### src/hw/rtl/ftbp_pkg.sv
// Types, constants and helpers shared by the base packer modules.
`timescale 1ns / 1ps
`default_nettype none

package ftbp_pkg;

  // Stream characters of interest
  localparam logic [7:0] CharNewline = 8'h0A;
  localparam logic [7:0] CharT       = 8'h54;
  localparam logic [7:0] CharG       = 8'h47;
  localparam logic [7:0] CharC       = 8'h43;

  // Base codes
  localparam logic [1:0] CodeA = 2'd0;
  localparam logic [1:0] CodeT = 2'd1;
  localparam logic [1:0] CodeG = 2'd2;
  localparam logic [1:0] CodeC = 2'd3;

  localparam logic [1:0] LastSlot  = 2'd3;
  localparam logic [2:0] FullCount = 3'd4;

  // Two-entry queues between stages
  localparam int unsigned QDepth = 2;
  localparam int unsigned QPtrW  = 1;
  localparam int unsigned QCntW  = 2;

  typedef enum logic [1:0] {
    PhaseHeader   = 2'd0,
    PhaseSequence = 2'd1,
    PhasePlus     = 2'd2,
    PhaseQuality  = 2'd3
  } phase_e;

  // Classified sequence-line request
  typedef struct packed {
    logic       is_eol;
    logic [1:0] code;
  } op_t;

  // Request from the front to the command queue
  typedef struct packed {
    logic valid;
    op_t  op;
  } cmd_req_t;

  typedef struct packed {
    logic [7:0] packed_byte;
    logic [2:0] code_count;
    logic       end_of_read;
  } res_t;

  function automatic logic [1:0] base_code(input logic [7:0] ch);
    logic [1:0] code;
    case (ch)
      CharT:   code = CodeT;
      CharG:   code = CodeG;
      CharC:   code = CodeC;
      default: code = CodeA;
    endcase
    return code;
  endfunction

endpackage

`default_nettype wire

### src/hw/rtl/fastq_two_bit_base_packer_core.sv
// Top level of the FASTQ two-bit base packer.
//
// Takes one raw FASTQ byte per request and tracks header, sequence, plus and
// quality lines. Sequence bases are coded T=1, G=2, C=3, anything else 0, and
// packed four to a byte, first base in the low bits; a full byte comes out with
// code_count 4, and the sequence-line newline flushes the remainder (0..3
// codes, possibly none) with end_of_read set. One byte is accepted every cycle
// while the command queue has room, and results pass through two queues: the
// front writes classified bases into a two-entry command queue, the back packs
// them and writes a two-entry result queue. full_o follows the command queue
// and empty_o the result queue, so stalls on either side are absorbed there.
`timescale 1ns / 1ps
`default_nettype none

module fastq_two_bit_base_packer_core (
  input  wire logic       clk_i,
  input  wire logic       rst_ni,
  input  wire logic       push_i,
  output      logic       full_o,
  input  wire logic [7:0] char_in_i,
  output      logic       empty_o,
  input  wire logic       pop_i,
  output      logic [7:0] packed_byte_o,
  output      logic [2:0] code_count_o,
  output      logic       end_of_read_o
);
  import ftbp_pkg::*;

  cmd_req_t cmd_req;
  op_t      cmd_op;
  logic     q_full, q_empty, q_pop;
  res_t     res;

  ftbp_front u_front (
    .clk_i     (clk_i),
    .rst_ni    (rst_ni),
    .push_i    (push_i),
    .char_in_i (char_in_i),
    .q_full_i  (q_full),
    .full_o    (full_o),
    .cmd_o     (cmd_req)
  );

  ftbp_cmd_fifo u_cmd_fifo (
    .clk_i   (clk_i),
    .rst_ni  (rst_ni),
    .cmd_i   (cmd_req),
    .full_o  (q_full),
    .empty_o (q_empty),
    .op_o    (cmd_op),
    .pop_i   (q_pop)
  );

  ftbp_back u_back (
    .clk_i       (clk_i),
    .rst_ni      (rst_ni),
    .cmd_empty_i (q_empty),
    .op_i        (cmd_op),
    .cmd_pop_o   (q_pop),
    .empty_o     (empty_o),
    .res_o       (res),
    .pop_i       (pop_i)
  );

  assign packed_byte_o = res.packed_byte;
  assign code_count_o  = res.code_count;
  assign end_of_read_o = res.end_of_read;

endmodule

`default_nettype wire

### src/hw/rtl/ftbp_front.sv
// Front end: tracks the FASTQ line phase and classifies sequence-line bytes.
`timescale 1ns / 1ps
`default_nettype none

module ftbp_front (
  input  wire logic              clk_i,
  input  wire logic              rst_ni,
  input  wire logic              push_i,
  input  wire logic [7:0]        char_in_i,
  input  wire logic              q_full_i,
  output      logic              full_o,
  output      ftbp_pkg::cmd_req_t cmd_o
);
  import ftbp_pkg::*;

  phase_e phase_q, phase_d;
  logic   accept;
  logic   is_nl;

  assign full_o = q_full_i;
  assign accept = push_i && !q_full_i;
  assign is_nl  = (char_in_i == CharNewline);

  // Forward only sequence-line bytes to the back end
  always_comb begin
    cmd_o.valid     = accept && (phase_q == PhaseSequence);
    cmd_o.op.is_eol = is_nl;
    cmd_o.op.code   = base_code(char_in_i);
  end

  // Advance the phase on every accepted newline
  always_comb begin
    phase_d = phase_q;
    if (accept && is_nl) begin
      phase_d = phase_e'(2'(phase_q + 2'd1));
    end
  end

  always_ff @(posedge clk_i or negedge rst_ni) begin
    if (!rst_ni) begin
      phase_q <= PhaseHeader;
    end else begin
      phase_q <= phase_d;
    end
  end

endmodule

`default_nettype wire

### src/hw/rtl/ftbp_cmd_fifo.sv
// Two-entry command queue between the front and back ends.
`timescale 1ns / 1ps
`default_nettype none

module ftbp_cmd_fifo (
  input  wire logic               clk_i,
  input  wire logic               rst_ni,
  input  wire ftbp_pkg::cmd_req_t cmd_i,
  output      logic               full_o,
  output      logic               empty_o,
  output      ftbp_pkg::op_t      op_o,
  input  wire logic               pop_i
);
  import ftbp_pkg::*;

  op_t              mem_q [QDepth];
  logic [QPtrW-1:0] wr_ptr_q, rd_ptr_q;
  logic [QCntW-1:0] cnt_q;
  logic             do_push, do_pop;

  assign full_o  = (cnt_q == QCntW'(QDepth));
  assign empty_o = (cnt_q == '0);
  assign op_o    = mem_q[rd_ptr_q];
  assign do_push = cmd_i.valid && !full_o;
  assign do_pop  = pop_i && !empty_o;

  // Store requests
  always_ff @(posedge clk_i) begin
    if (do_push) begin
      mem_q[wr_ptr_q] <= cmd_i.op;
    end
  end

  // Advance pointers and occupancy
  always_ff @(posedge clk_i or negedge rst_ni) begin
    if (!rst_ni) begin
      wr_ptr_q <= '0;
      rd_ptr_q <= '0;
      cnt_q    <= '0;
    end else begin
      if (do_push) begin
        wr_ptr_q <= wr_ptr_q + 1'b1;
      end
      if (do_pop) begin
        rd_ptr_q <= rd_ptr_q + 1'b1;
      end
      if (do_push && !do_pop) begin
        cnt_q <= cnt_q + 1'b1;
      end else if (do_pop && !do_push) begin
        cnt_q <= cnt_q - 1'b1;
      end
    end
  end

endmodule

`default_nettype wire

### src/hw/rtl/ftbp_back.sv
// Back end: packs base codes into bytes and queues the finished results.
`timescale 1ns / 1ps
`default_nettype none

module ftbp_back (
  input  wire logic          clk_i,
  input  wire logic          rst_ni,
  input  wire logic          cmd_empty_i,
  input  wire ftbp_pkg::op_t op_i,
  output      logic          cmd_pop_o,
  output      logic          empty_o,
  output      ftbp_pkg::res_t res_o,
  input  wire logic          pop_i
);
  import ftbp_pkg::*;

  logic [7:0]       pack_q, pack_d;
  logic [1:0]       pend_q, pend_d;
  logic [7:0]       merged;
  logic             take;
  logic             res_push;
  res_t             res_new;

  res_t             rmem_q [QDepth];
  logic [QPtrW-1:0] wr_ptr_q, rd_ptr_q;
  logic [QCntW-1:0] cnt_q;
  logic             res_full, res_pop;

  assign res_full  = (cnt_q == QCntW'(QDepth));
  assign take      = !cmd_empty_i && !res_full;
  assign cmd_pop_o = take;
  assign merged    = pack_q | (8'(op_i.code) << {pend_q, 1'b0});

  // Pack a code or flush on the end of the sequence line
  always_comb begin
    pack_d   = pack_q;
    pend_d   = pend_q;
    res_push = 1'b0;
    res_new  = '{packed_byte: merged, code_count: FullCount, end_of_read: 1'b0};
    if (take) begin
      if (op_i.is_eol) begin
        res_push = 1'b1;
        res_new  = '{packed_byte: pack_q, code_count: {1'b0, pend_q}, end_of_read: 1'b1};
        pack_d   = '0;
        pend_d   = '0;
      end else if (pend_q == LastSlot) begin
        res_push = 1'b1;
        pack_d   = '0;
        pend_d   = '0;
      end else begin
        pack_d = merged;
        pend_d = pend_q + 2'd1;
      end
    end
  end

  always_ff @(posedge clk_i or negedge rst_ni) begin
    if (!rst_ni) begin
      pack_q <= '0;
      pend_q <= '0;
    end else begin
      pack_q <= pack_d;
      pend_q <= pend_d;
    end
  end

  // Result queue
  assign empty_o = (cnt_q == '0);
  assign res_o   = rmem_q[rd_ptr_q];
  assign res_pop = pop_i && !empty_o;

  always_ff @(posedge clk_i) begin
    if (res_push) begin
      rmem_q[wr_ptr_q] <= res_new;
    end
  end

  always_ff @(posedge clk_i or negedge rst_ni) begin
    if (!rst_ni) begin
      wr_ptr_q <= '0;
      rd_ptr_q <= '0;
      cnt_q    <= '0;
    end else begin
      if (res_push) begin
        wr_ptr_q <= wr_ptr_q + 1'b1;
      end
      if (res_pop) begin
        rd_ptr_q <= rd_ptr_q + 1'b1;
      end
      if (res_push && !res_pop) begin
        cnt_q <= cnt_q + 1'b1;
      end else if (res_pop && !res_push) begin
        cnt_q <= cnt_q - 1'b1;
      end
    end
  end

endmodule

`default_nettype wire

### config.mk
export PLATFORM = sky130hd
export DESIGN_NAME = fastq_two_bit_base_packer_core
export DESIGN_NICKNAME = d
export VERILOG_FILES = /design/src/hw/rtl/ftbp_pkg.sv /design/src/hw/rtl/fastq_two_bit_base_packer_core.sv /design/src/hw/rtl/ftbp_front.sv /design/src/hw/rtl/ftbp_cmd_fifo.sv /design/src/hw/rtl/ftbp_back.sv
export SDC_FILE = /design/constraint.sdc
export NUM_CORES = 1
export LEC_CHECK = 0
export BUFFER_PORTS_ARGS = -buffer_cell sky130_fd_sc_hd__buf_4
export CORE_ASPECT_RATIO = 2
export CORE_UTILIZATION = 44
export CTS_BUF_LIST = sky130_fd_sc_hd__clkbuf_16
export DETAILED_ROUTE_END_ITERATION = 7
export HOLD_SLACK_MARGIN = 0.08
export PLACE_DENSITY_LB_ADDON = 0.3
export SETUP_SLACK_MARGIN = 0.2
export SYNTH_ARGS = -nofsm -noshare
export SYNTH_HDL_FRONTEND = slang
export SYNTH_HIERARCHICAL = 1
export SYNTH_SLANG_ARGS = --single-unit
### constraint.sdc
create_clock -name clk_i -period 2.1 [get_ports clk_i]
set_clock_uncertainty 0.05 [all_clocks]
set_input_delay 0.63 -clock clk_i [delete_from_list [all_inputs] [get_ports clk_i]]
set_output_delay 0.63 -clock clk_i [all_outputs]
set_load 0.01 [all_outputs]
# Yosys cells after proc, flatten, opt, wreduce, memory -nomap -nowiden
# Memories as Yosys holds them, arrays and structs flattened.
# Cells that the tools add are included.
[totals]
mem_bits_rw = 30
elab_cells = 72
ff_bits = 20
inputBits = 12
out_inout_bits = 14
mem_count = 2
[memory_table]
columns = ["name", "depth", "word_bits", "rd", "rd_ports_with_merged_regs", "write_ports", "line_no", "text"]
rows = [
  ["u_back.rmem_q", 2, 12, 1, 0, 1, "ftbp_back.sv:24", "res_t rmem_q [QDepth];"],
  ["u_cmd_fifo.mem_q", 2, 3, 1, 0, 1, "ftbp_cmd_fifo.sv:16", "op_t mem_q [QDepth];"],
]
[classes]
shifts = 1
bitwise_logic = 1
n_reduce_logical = 23
n_mux = 18
add_sub_neg = 10
n_eq_ne = 8
[ops]
columns = ["cell", "n"]
rows = [
  ["$eq 8x7->1 const B", 3],
  ["$mux 12", 2],
  ["$mux 8", 2],
  ["$mux 2", 6],
  ["$logic_and 1x1->1", 11],
  ["$add 2x1->2 const B", 4],
  ["$eq 8x4->1 const B", 1],
  ["$logic_not 1->1", 8],
  ["$or 8x8->8", 1],
  ["$shl 2x3->8", 1],
  ["$mux 1", 7],
  ["$eq 2x2->1 const B", 3],
  ["$pmux 2 s3", 1],
  ["$add 1x1->1 const B", 4],
  ["$logic_not 2->1", 2],
  ["$reduce_bool 2->1", 2],
  ["$sub 2x1->2 const B", 2],
  ["$eq 2x1->1 const B", 1],
]

# Depth between registers and ports, before layout
# Gate-level depths: netlist of the first run.
[logic_depth]
depth_word = 9
ltp_mapped = 10
depth_no_buf = 10

# By module
# The synthesis of the first run kept the hierarchy.
[modules_own_cells]
columns = ["mod", "cells_per_inst", "area_per_inst_um2", "instances", "seq_area_each_um2"]
rows = [
  ["ftbp_back", 118, 1650.3, 1, 1071.0],
  ["ftbp_cmd_fifo", 28, 410.4, 1, 280.3],
  ["ftbp_front", 22, 191.4, 1, 50.0],
]

# Least setup slack after synthesis of the first run
# Ideal clock, no wire load.
[synth_timing]
path_type = "register to register"
start = "reg u_cmd_fifo.rd_ptr_q"
end = "mem u_back/rmem_q[1][0] (netlist name) (enable)"
required_ps = 1670
path_stages_with_launch = 6
t_arrival_ps = 1724
setup_ps = 380
period_less_slack_ps = 2154
n_path_buf = 1
path_slack_ps = -54
cell_sequence = "dfrtp_1 -> mux2_2 -> nor2_1 -> or3_4 -> buf_6 -> nor2_1"
[synth_lines]
columns = ["element", "line_no", "text"]
rows = [
  ["start, declared", "ftbp_cmd_fifo.sv:17", "logic [QPtrW-1:0] wr_ptr_q, rd_ptr_q;"],
  ["start signal, assigned", "ftbp_cmd_fifo.sv:45", "rd_ptr_q <= rd_ptr_q + 1'b1;"],
  ["end, declared", "ftbp_back.sv:24", ""],
]

# Worst setup path after layout of the first run
[layout_timing]
start = "reg u_back.rd_ptr_q"
end = "out packed_byte_o[1]"
[layout_between]
elab_chain_len = 1
[layout_lines]
columns = ["element", "line_no", "text"]
rows = [
  ["start, declared", "ftbp_back.sv:25", "logic [QPtrW-1:0] wr_ptr_q, rd_ptr_q;"],
  ["start signal, assigned", "ftbp_back.sv:88", "rd_ptr_q <= rd_ptr_q + 1'b1;"],
  ["$mem_v2 2x12", "-", ""],
  ["end, declared", "fastq_two_bit_base_packer_core.sv:23", "output logic [7:0] packed_byte_o,"],
]
# No other way between the ends.

==> results.md, run 1 <==
- R2R Path Start: u_cmd_fifo/cnt_q[0]
- First-pass GRT wire length: 6200 um
- Static leakage: 1.24 nW
- Top-level port count: 26
- Seq/Total Area, Yosys: 0.622
- Commonest non-fill, non-tap cell in the layout: edfxtp_1
- Crit-path slowest cell: dfrtp_2
- Gr ovfl total: 0
- TritonRoute pass-1 iters: 4
- Crit start category: flip-flop
- Number of hold buffers added after CTS: 0
- Crit Path Max Fanout: 6
- Setup TNS: 0 ns
- Largest net degree at the start of global routing: 21
- Gpl congestion: 0.720
- Cell Area, Synth: around 2300 sq um
- Root buf cell: clkbuf_16
- WL final: around 4000 um
- Fraction of layout cells with a size suffix above 1: 0.370
- Final Max Slew Viols: 0
- CP Capture Type: output port
- Final hold vios: 0
- Layout fillers: about 400
- Commonest cells after routing, fill and taps aside: edfxtp_1 (30), buf_4 (27), dfrtp_1 (19), buf_6 (13), mux2_4 (13)
- Status: finished, final reports clean
- # nets final: about 220
- Async set or reset register ratio after synthesis: 0.400
- PwrDens: approximately 1500 nW/um^2
- Post-route setup slack: roughly 0.11 ns
- Final setup fails: 0
- Ys Warns: 6
- Fin crit share: 0.947
- Critical Path Start: u_back/rd_ptr_q
- CTS tree: done
- Vias in the first global route: ~1,400
- IO Port Bufs: 25
- Row count: 36
- Die W: ~53 um
- FF+latch count, synth: 50
- H-tree Lvls: 2
- WP data required: 1.42 ns
- EDFF count, synth: 30
- Clk sink count: 50
- Total global-route track usage: 0.160
- Core Area: between 4000 and 5000 sq um
- Post-place setup slack: 0.0502 ns
- Critical path class: reg -> out
- Peak supply drop: around 1.2 mV
- Worst path buffer plus inverter count: 2
- Post-route ant nets: 0
- Initial core utilization: 0.459
- Ant diodes: 0
- Crit-path leading delay family: flip-flops
- Via density: around 5.3
- DR iter-0 viols: 23
- CTS buffer count: 5
- Area grow syn2layout: 28.4%
- Hold Path Class: in -> async
- Clock Pin Slew Worst Setup and Hold Paths: 0.06 ns
- Worst-Skew Late Latency: around 0.28 ns
- Footprint of the multi-input gates: between 800 and 900 sq um
- Min Tclk post-route: between 1.5 and 2 ns
- WL per Instance: about 15 um
- Routed vias: around 1,400
- Crit path largest cell delay: about 0.44 ns
- Die ar.: between 5000 and 6000 sq um
- Cells after Synth: roughly 170
- Post-DP HPWL: about 2800 um
- Clock buffer depth: 2
- CP cell instances: buf_8 -> mux2_4 -> buf_6
- Critical Path AT: between 1 and 1.5 ns
- Syn avg cell area: 13.4 sq um
- Synth unique cells: 37
- Mapped Nets: approximately 180
- # DRC: 0
- Die Height: between 100 and 150 um
- Relative slew slack: 0.705
- Register Area: approximately 1400 sq um
- Max Fclk: 0.503 GHz
- Least-Margin Pin Slew: approximately 0.44 ns
- Initial antenna violation count: 0
- Dominant synthesized flop cell: edfxtp_1
- Max-Cap Viols: 0
- RSZ-0062 raised after global routing: yes
-- logic make-up after synthesis --
logic type / Yosys count / share of synthesized area
AO/OA/AOI/OAI: 21 / 0.0689
XOR/XNOR: 11 / 0.0428
adder cells (fa/ha/maj): 4 / 0.0222
buffers and inverters: 19 / 0.0400
flip-flops: 50 / 0.622
multiplexers: 17 / 0.0844
AND/OR/NAND/NOR: 46 / 0.119
-- flip-flops by register name, summed over array words and instances, names as in the netlist, 2 cells and up --
signal and flops:
u_back/pack_q 8, u_back/rmem_q 24, u_cmd_fifo/mem_q 6, u_cmd_fifo/cnt_q 2, u_front/phase_q 2, u_back/cnt_q 2
u_back/pend_q 2
-- through the flow --
stage | total power, mW | hold WS (ns) | std cells | utilization | cell area, sq um
global route | 4.61 | 0.189 | 265 | 0.589 | 2890
global placement | 3.00 | 0.414 | 252 | 0.519 | 2550
detailed placement | 3.08 | 0.418 | 252 | 0.519 | 2550
finish | 4.37 | 0.166 | 265 | 0.589 | 2890
CTS | 4.00 | 0.179 | 261 | 0.555 | 2720
floorplan | 2.55 | 0.284 | 168 | - | 2260
-- worst paths after layout --
kind | cells after the start | to | slack [ns]
max in group asynchronous | 1 | u_back/rd_ptr_q | 1.60
worst max register to register | 6 | u_back/rmem_q[1][5] | 0.15
min in group clk_i | 1 | u_front/phase_q[0] | 0.43
worst min register to register | 1 | u_front/phase_q[0] | 0.43
worst max-delay path | 3 | packed_byte_o[1] | 0.11
worst min-delay path | 1 | u_back/pack_q[2] | 0.17
-- cell type report --
class                      instances  area share
clock buffer                       5      0.0433
clock inverter                     3      0.0143
inverter                          10      0.0130
multi-input combinational         99       0.294
sequential                        50       0.485
tap                               57      0.0247
timing repair buffer              41       0.126
-- where the power goes --
| part | total [mW] | switching [mW] | internal, mW |
|---|---|---|---|
| Clock | 0.876 | 0.319 | 0.556 |
| Sequential | 1.64 | 0.190 | 1.45 |
| Combinational | 1.85 | 0.804 | 1.04 |
-- metal layers --
layer,global-route usage,share of wire,vias up
met2,0.306,0.59,35
met5,0,0,-
li1,-,-,674
met1,0.147,0.35,690
met4,0.0931,0.031,0
met3,0.0322,0.025,9
-- cell usage after synthesis, drive strengths merged (2+ instances only) --
cell    number  area [sq um]
edfxtp      30           901
dfrtp       20           500
mux2        16           180
nor2        13          48.8
inv         10          37.5
o21a         8          60.1
nor3         7          35.0
xnor2        7          61.3
buf          6          41.3
o21bai       6          45.0
ha           4          50.1
nand2b       4          25.0
nand3b       4          30.0
xor2         4          35.0
clkbuf       3          11.3
nand2        3          11.3
o21ai        3          15.0
and2         2          12.5
nand3        2          10.0
nor4         2          12.5
o31ai        2          15.0
or3b         2          17.5
-- timing repair --
item | 4_1_cts | 5_1_grt
setup buffers | 1 | 3
setup endpoints to repair | 13 | 14
resized for setup | 1 | 37
cloned | 0 | 1
pin swaps | 0 | 2
(Power assumes the default switching activity.)
==> inputs of run 2 (changes only) <==
GPL_ROUTABILITY_DRIVEN = 0   (was not set)
clock period = 2.19 ns   (was 2.1 ns; I/O delays follow)
==> results.md, run 2 (synthesized netlist as in run 1, its figures left out) <==
- CTS tree: done
- Die Height: 103 um
- IO Port Bufs: 25
- Worst-Skew Late Latency: 0.29 ns
- Commonest cells after routing, fill and taps aside: edfxtp_1 (30), buf_4 (22), dfrtp_1 (18), buf_6 (14), nor2_1 (13)
- Net Sw Frac: 0.287
- Final setup fails: 0
- Min Tclk post-route: ~2.0 ns
- Critical Path AT: ~1.3 ns
- TritonRoute pass-1 iters: 4
- Ant diodes: 0
- PwrDens: between 1000 and 1500 nW/um^2
- Top Registers: u_back/rmem_q (24), u_back/pack_q (8), u_cmd_fifo/mem_q (6)
- Clock Pin Slew Worst Setup and Hold Paths: approximately 0.060 ns
- Max-Cap Viols: 0
- Die ar.: around 5400 sq um
- Comb power frac: 0.387
- Root buf cell: clkbuf_16
- RSZ-0062 raised after global routing: yes
- Clk sink count: 50
- DR iter-0 viols: 13
- Core Area: ~5000 sq um
- Final Max Slew Viols: 0
- Total global-route track usage: 0.157
- Routed vias: 1,370
- Relative slew slack: 0.787
- Area grow syn2layout: 26.0%
- Static leakage: between 1 and 1.5 nW
- Die W: between 50 and 60 um
- Initial core utilization: 0.459
- Register Area: around 1400 sq um
- Biggest register: u_back/rmem_q
- Clock buffer depth: 2
- Via density: 5.27
- Reg power frac: 0.382
- WL final: approximately 3800 um
- Setup TNS: 0 ns
- Footprint of the multi-input gates: a little over 800 sq um
- Commonest non-fill, non-tap cell in the layout: edfxtp_1
- Hold Path Class: in -> async
- Max Fclk: slightly below 0.5 GHz
- Status: finished, final reports clean
- WP data required: between 1 and 1.5 ns
- WL per Instance: 14.4 um
- Fraction of layout cells with a size suffix above 1: 0.325
- Switch Pwr: roughly 1.2 mW
- Critical path class: reg -> out
- # nets final: 218
- Largest register FFs: 24
- Final hold vios: 0
- WHS: 0.193 ns
- CP Capture Type: output port
- Largest net degree at the start of global routing: 21
- Layout fillers: slightly above 400
- CTS buffer count: 5
- Initial antenna violation count: 0
- H-tree Lvls: 2
- Clock power frac: 0.230
- Least-Margin Pin Slew: around 0.32 ns
- Vias in the first global route: around 1,400
- Internal Power: slightly below 3 mW
- Fin crit share: 0.923
- Crit start category: flip-flop
- Row count: 36
- Peak supply drop: 1.02 mV
- Crit Path Max Fanout: 6
- Top-level port count: 26
- Gr ovfl total: 0
- Post-route ant nets: 0
- # DRC: 0
- First-pass GRT wire length: 6220 um
- Post-DP HPWL: between 2000 and 3000 um
-- run 2: cell type report --
type / instances / area share
sequential: 50 / 0.495
tap: 57 / 0.0251
timing repair buffer: 36 / 0.114
clock buffer: 5 / 0.0441
multi-input combinational: 99 / 0.287
clock inverter: 3 / 0.0225
inverter: 10 / 0.0132
-- run 2: what timing repair did --
action,CTS,global route
gates resized for setup,28,2
hold buffers,0,0
cloned,1,0
endpoints found under the setup margin,13,26
pin swaps,0,1
buffers inserted,1,2
-- run 2: per-stage QoR --
step,util,cell area (sq um),setup slack (ns),total power [mW],instances
3_5_place_dp,0.511,2510,0.101,2.91,248
2_1_floorplan,-,2250,0.0360,2.44,168
5_1_grt,0.578,2840,0.125,4.41,260
6_report,0.578,2840,0.168,4.17,260
3_3_place_gp,0.511,2510,0.139,2.84,248
4_1_cts,0.573,2810,0.153,4.16,258
-- run 2: final timing paths --
kind,startpoint,to,slack [ns],cells after the start
min in group clk_i,u_front/phase_q[0],u_front/phase_q[0],0.43,1
max reg2reg,u_cmd_fifo/rd_ptr_q,u_back/cnt_q[1],0.25,8
min,rst_ni,u_cmd_fifo/cnt_q[1],0.19,1
min reg2reg,u_front/phase_q[0],u_front/phase_q[0],0.43,1
max,u_back/rd_ptr_q,packed_byte_o[3],0.17,3
max in group asynchronous,rst_ni,u_back/pend_q[0],1.67,1
-- run 2: critical path: stages (launching register included) --
cell and delay, ns:
dfrtp_1 0.42, buf_6 0.17, mux2_4 0.31, buf_6 0.12
-- run 2: per-layer routing --
layer  part of all wire  track usage  up-vias  wire length, um
li1                   -            -      662                -
met1               0.35        0.151      672             1300
met2               0.60        0.303       27             2250
met3              0.026       0.0307        9               97
met4              0.027       0.0729        0              102
met5                  0            0        -                0
-- run 2: power by group through the flow --
stage          combinational (mW)  clock, mW  sequential (mW)
6_report                     1.62      0.962             1.60
5_1_grt                      1.77       1.01             1.63
4_1_cts                      1.60      0.973             1.59
3_5_place_dp                 1.32          0             1.59
3_3_place_gp                 1.28          0             1.56
2_1_floorplan               0.908          0             1.53
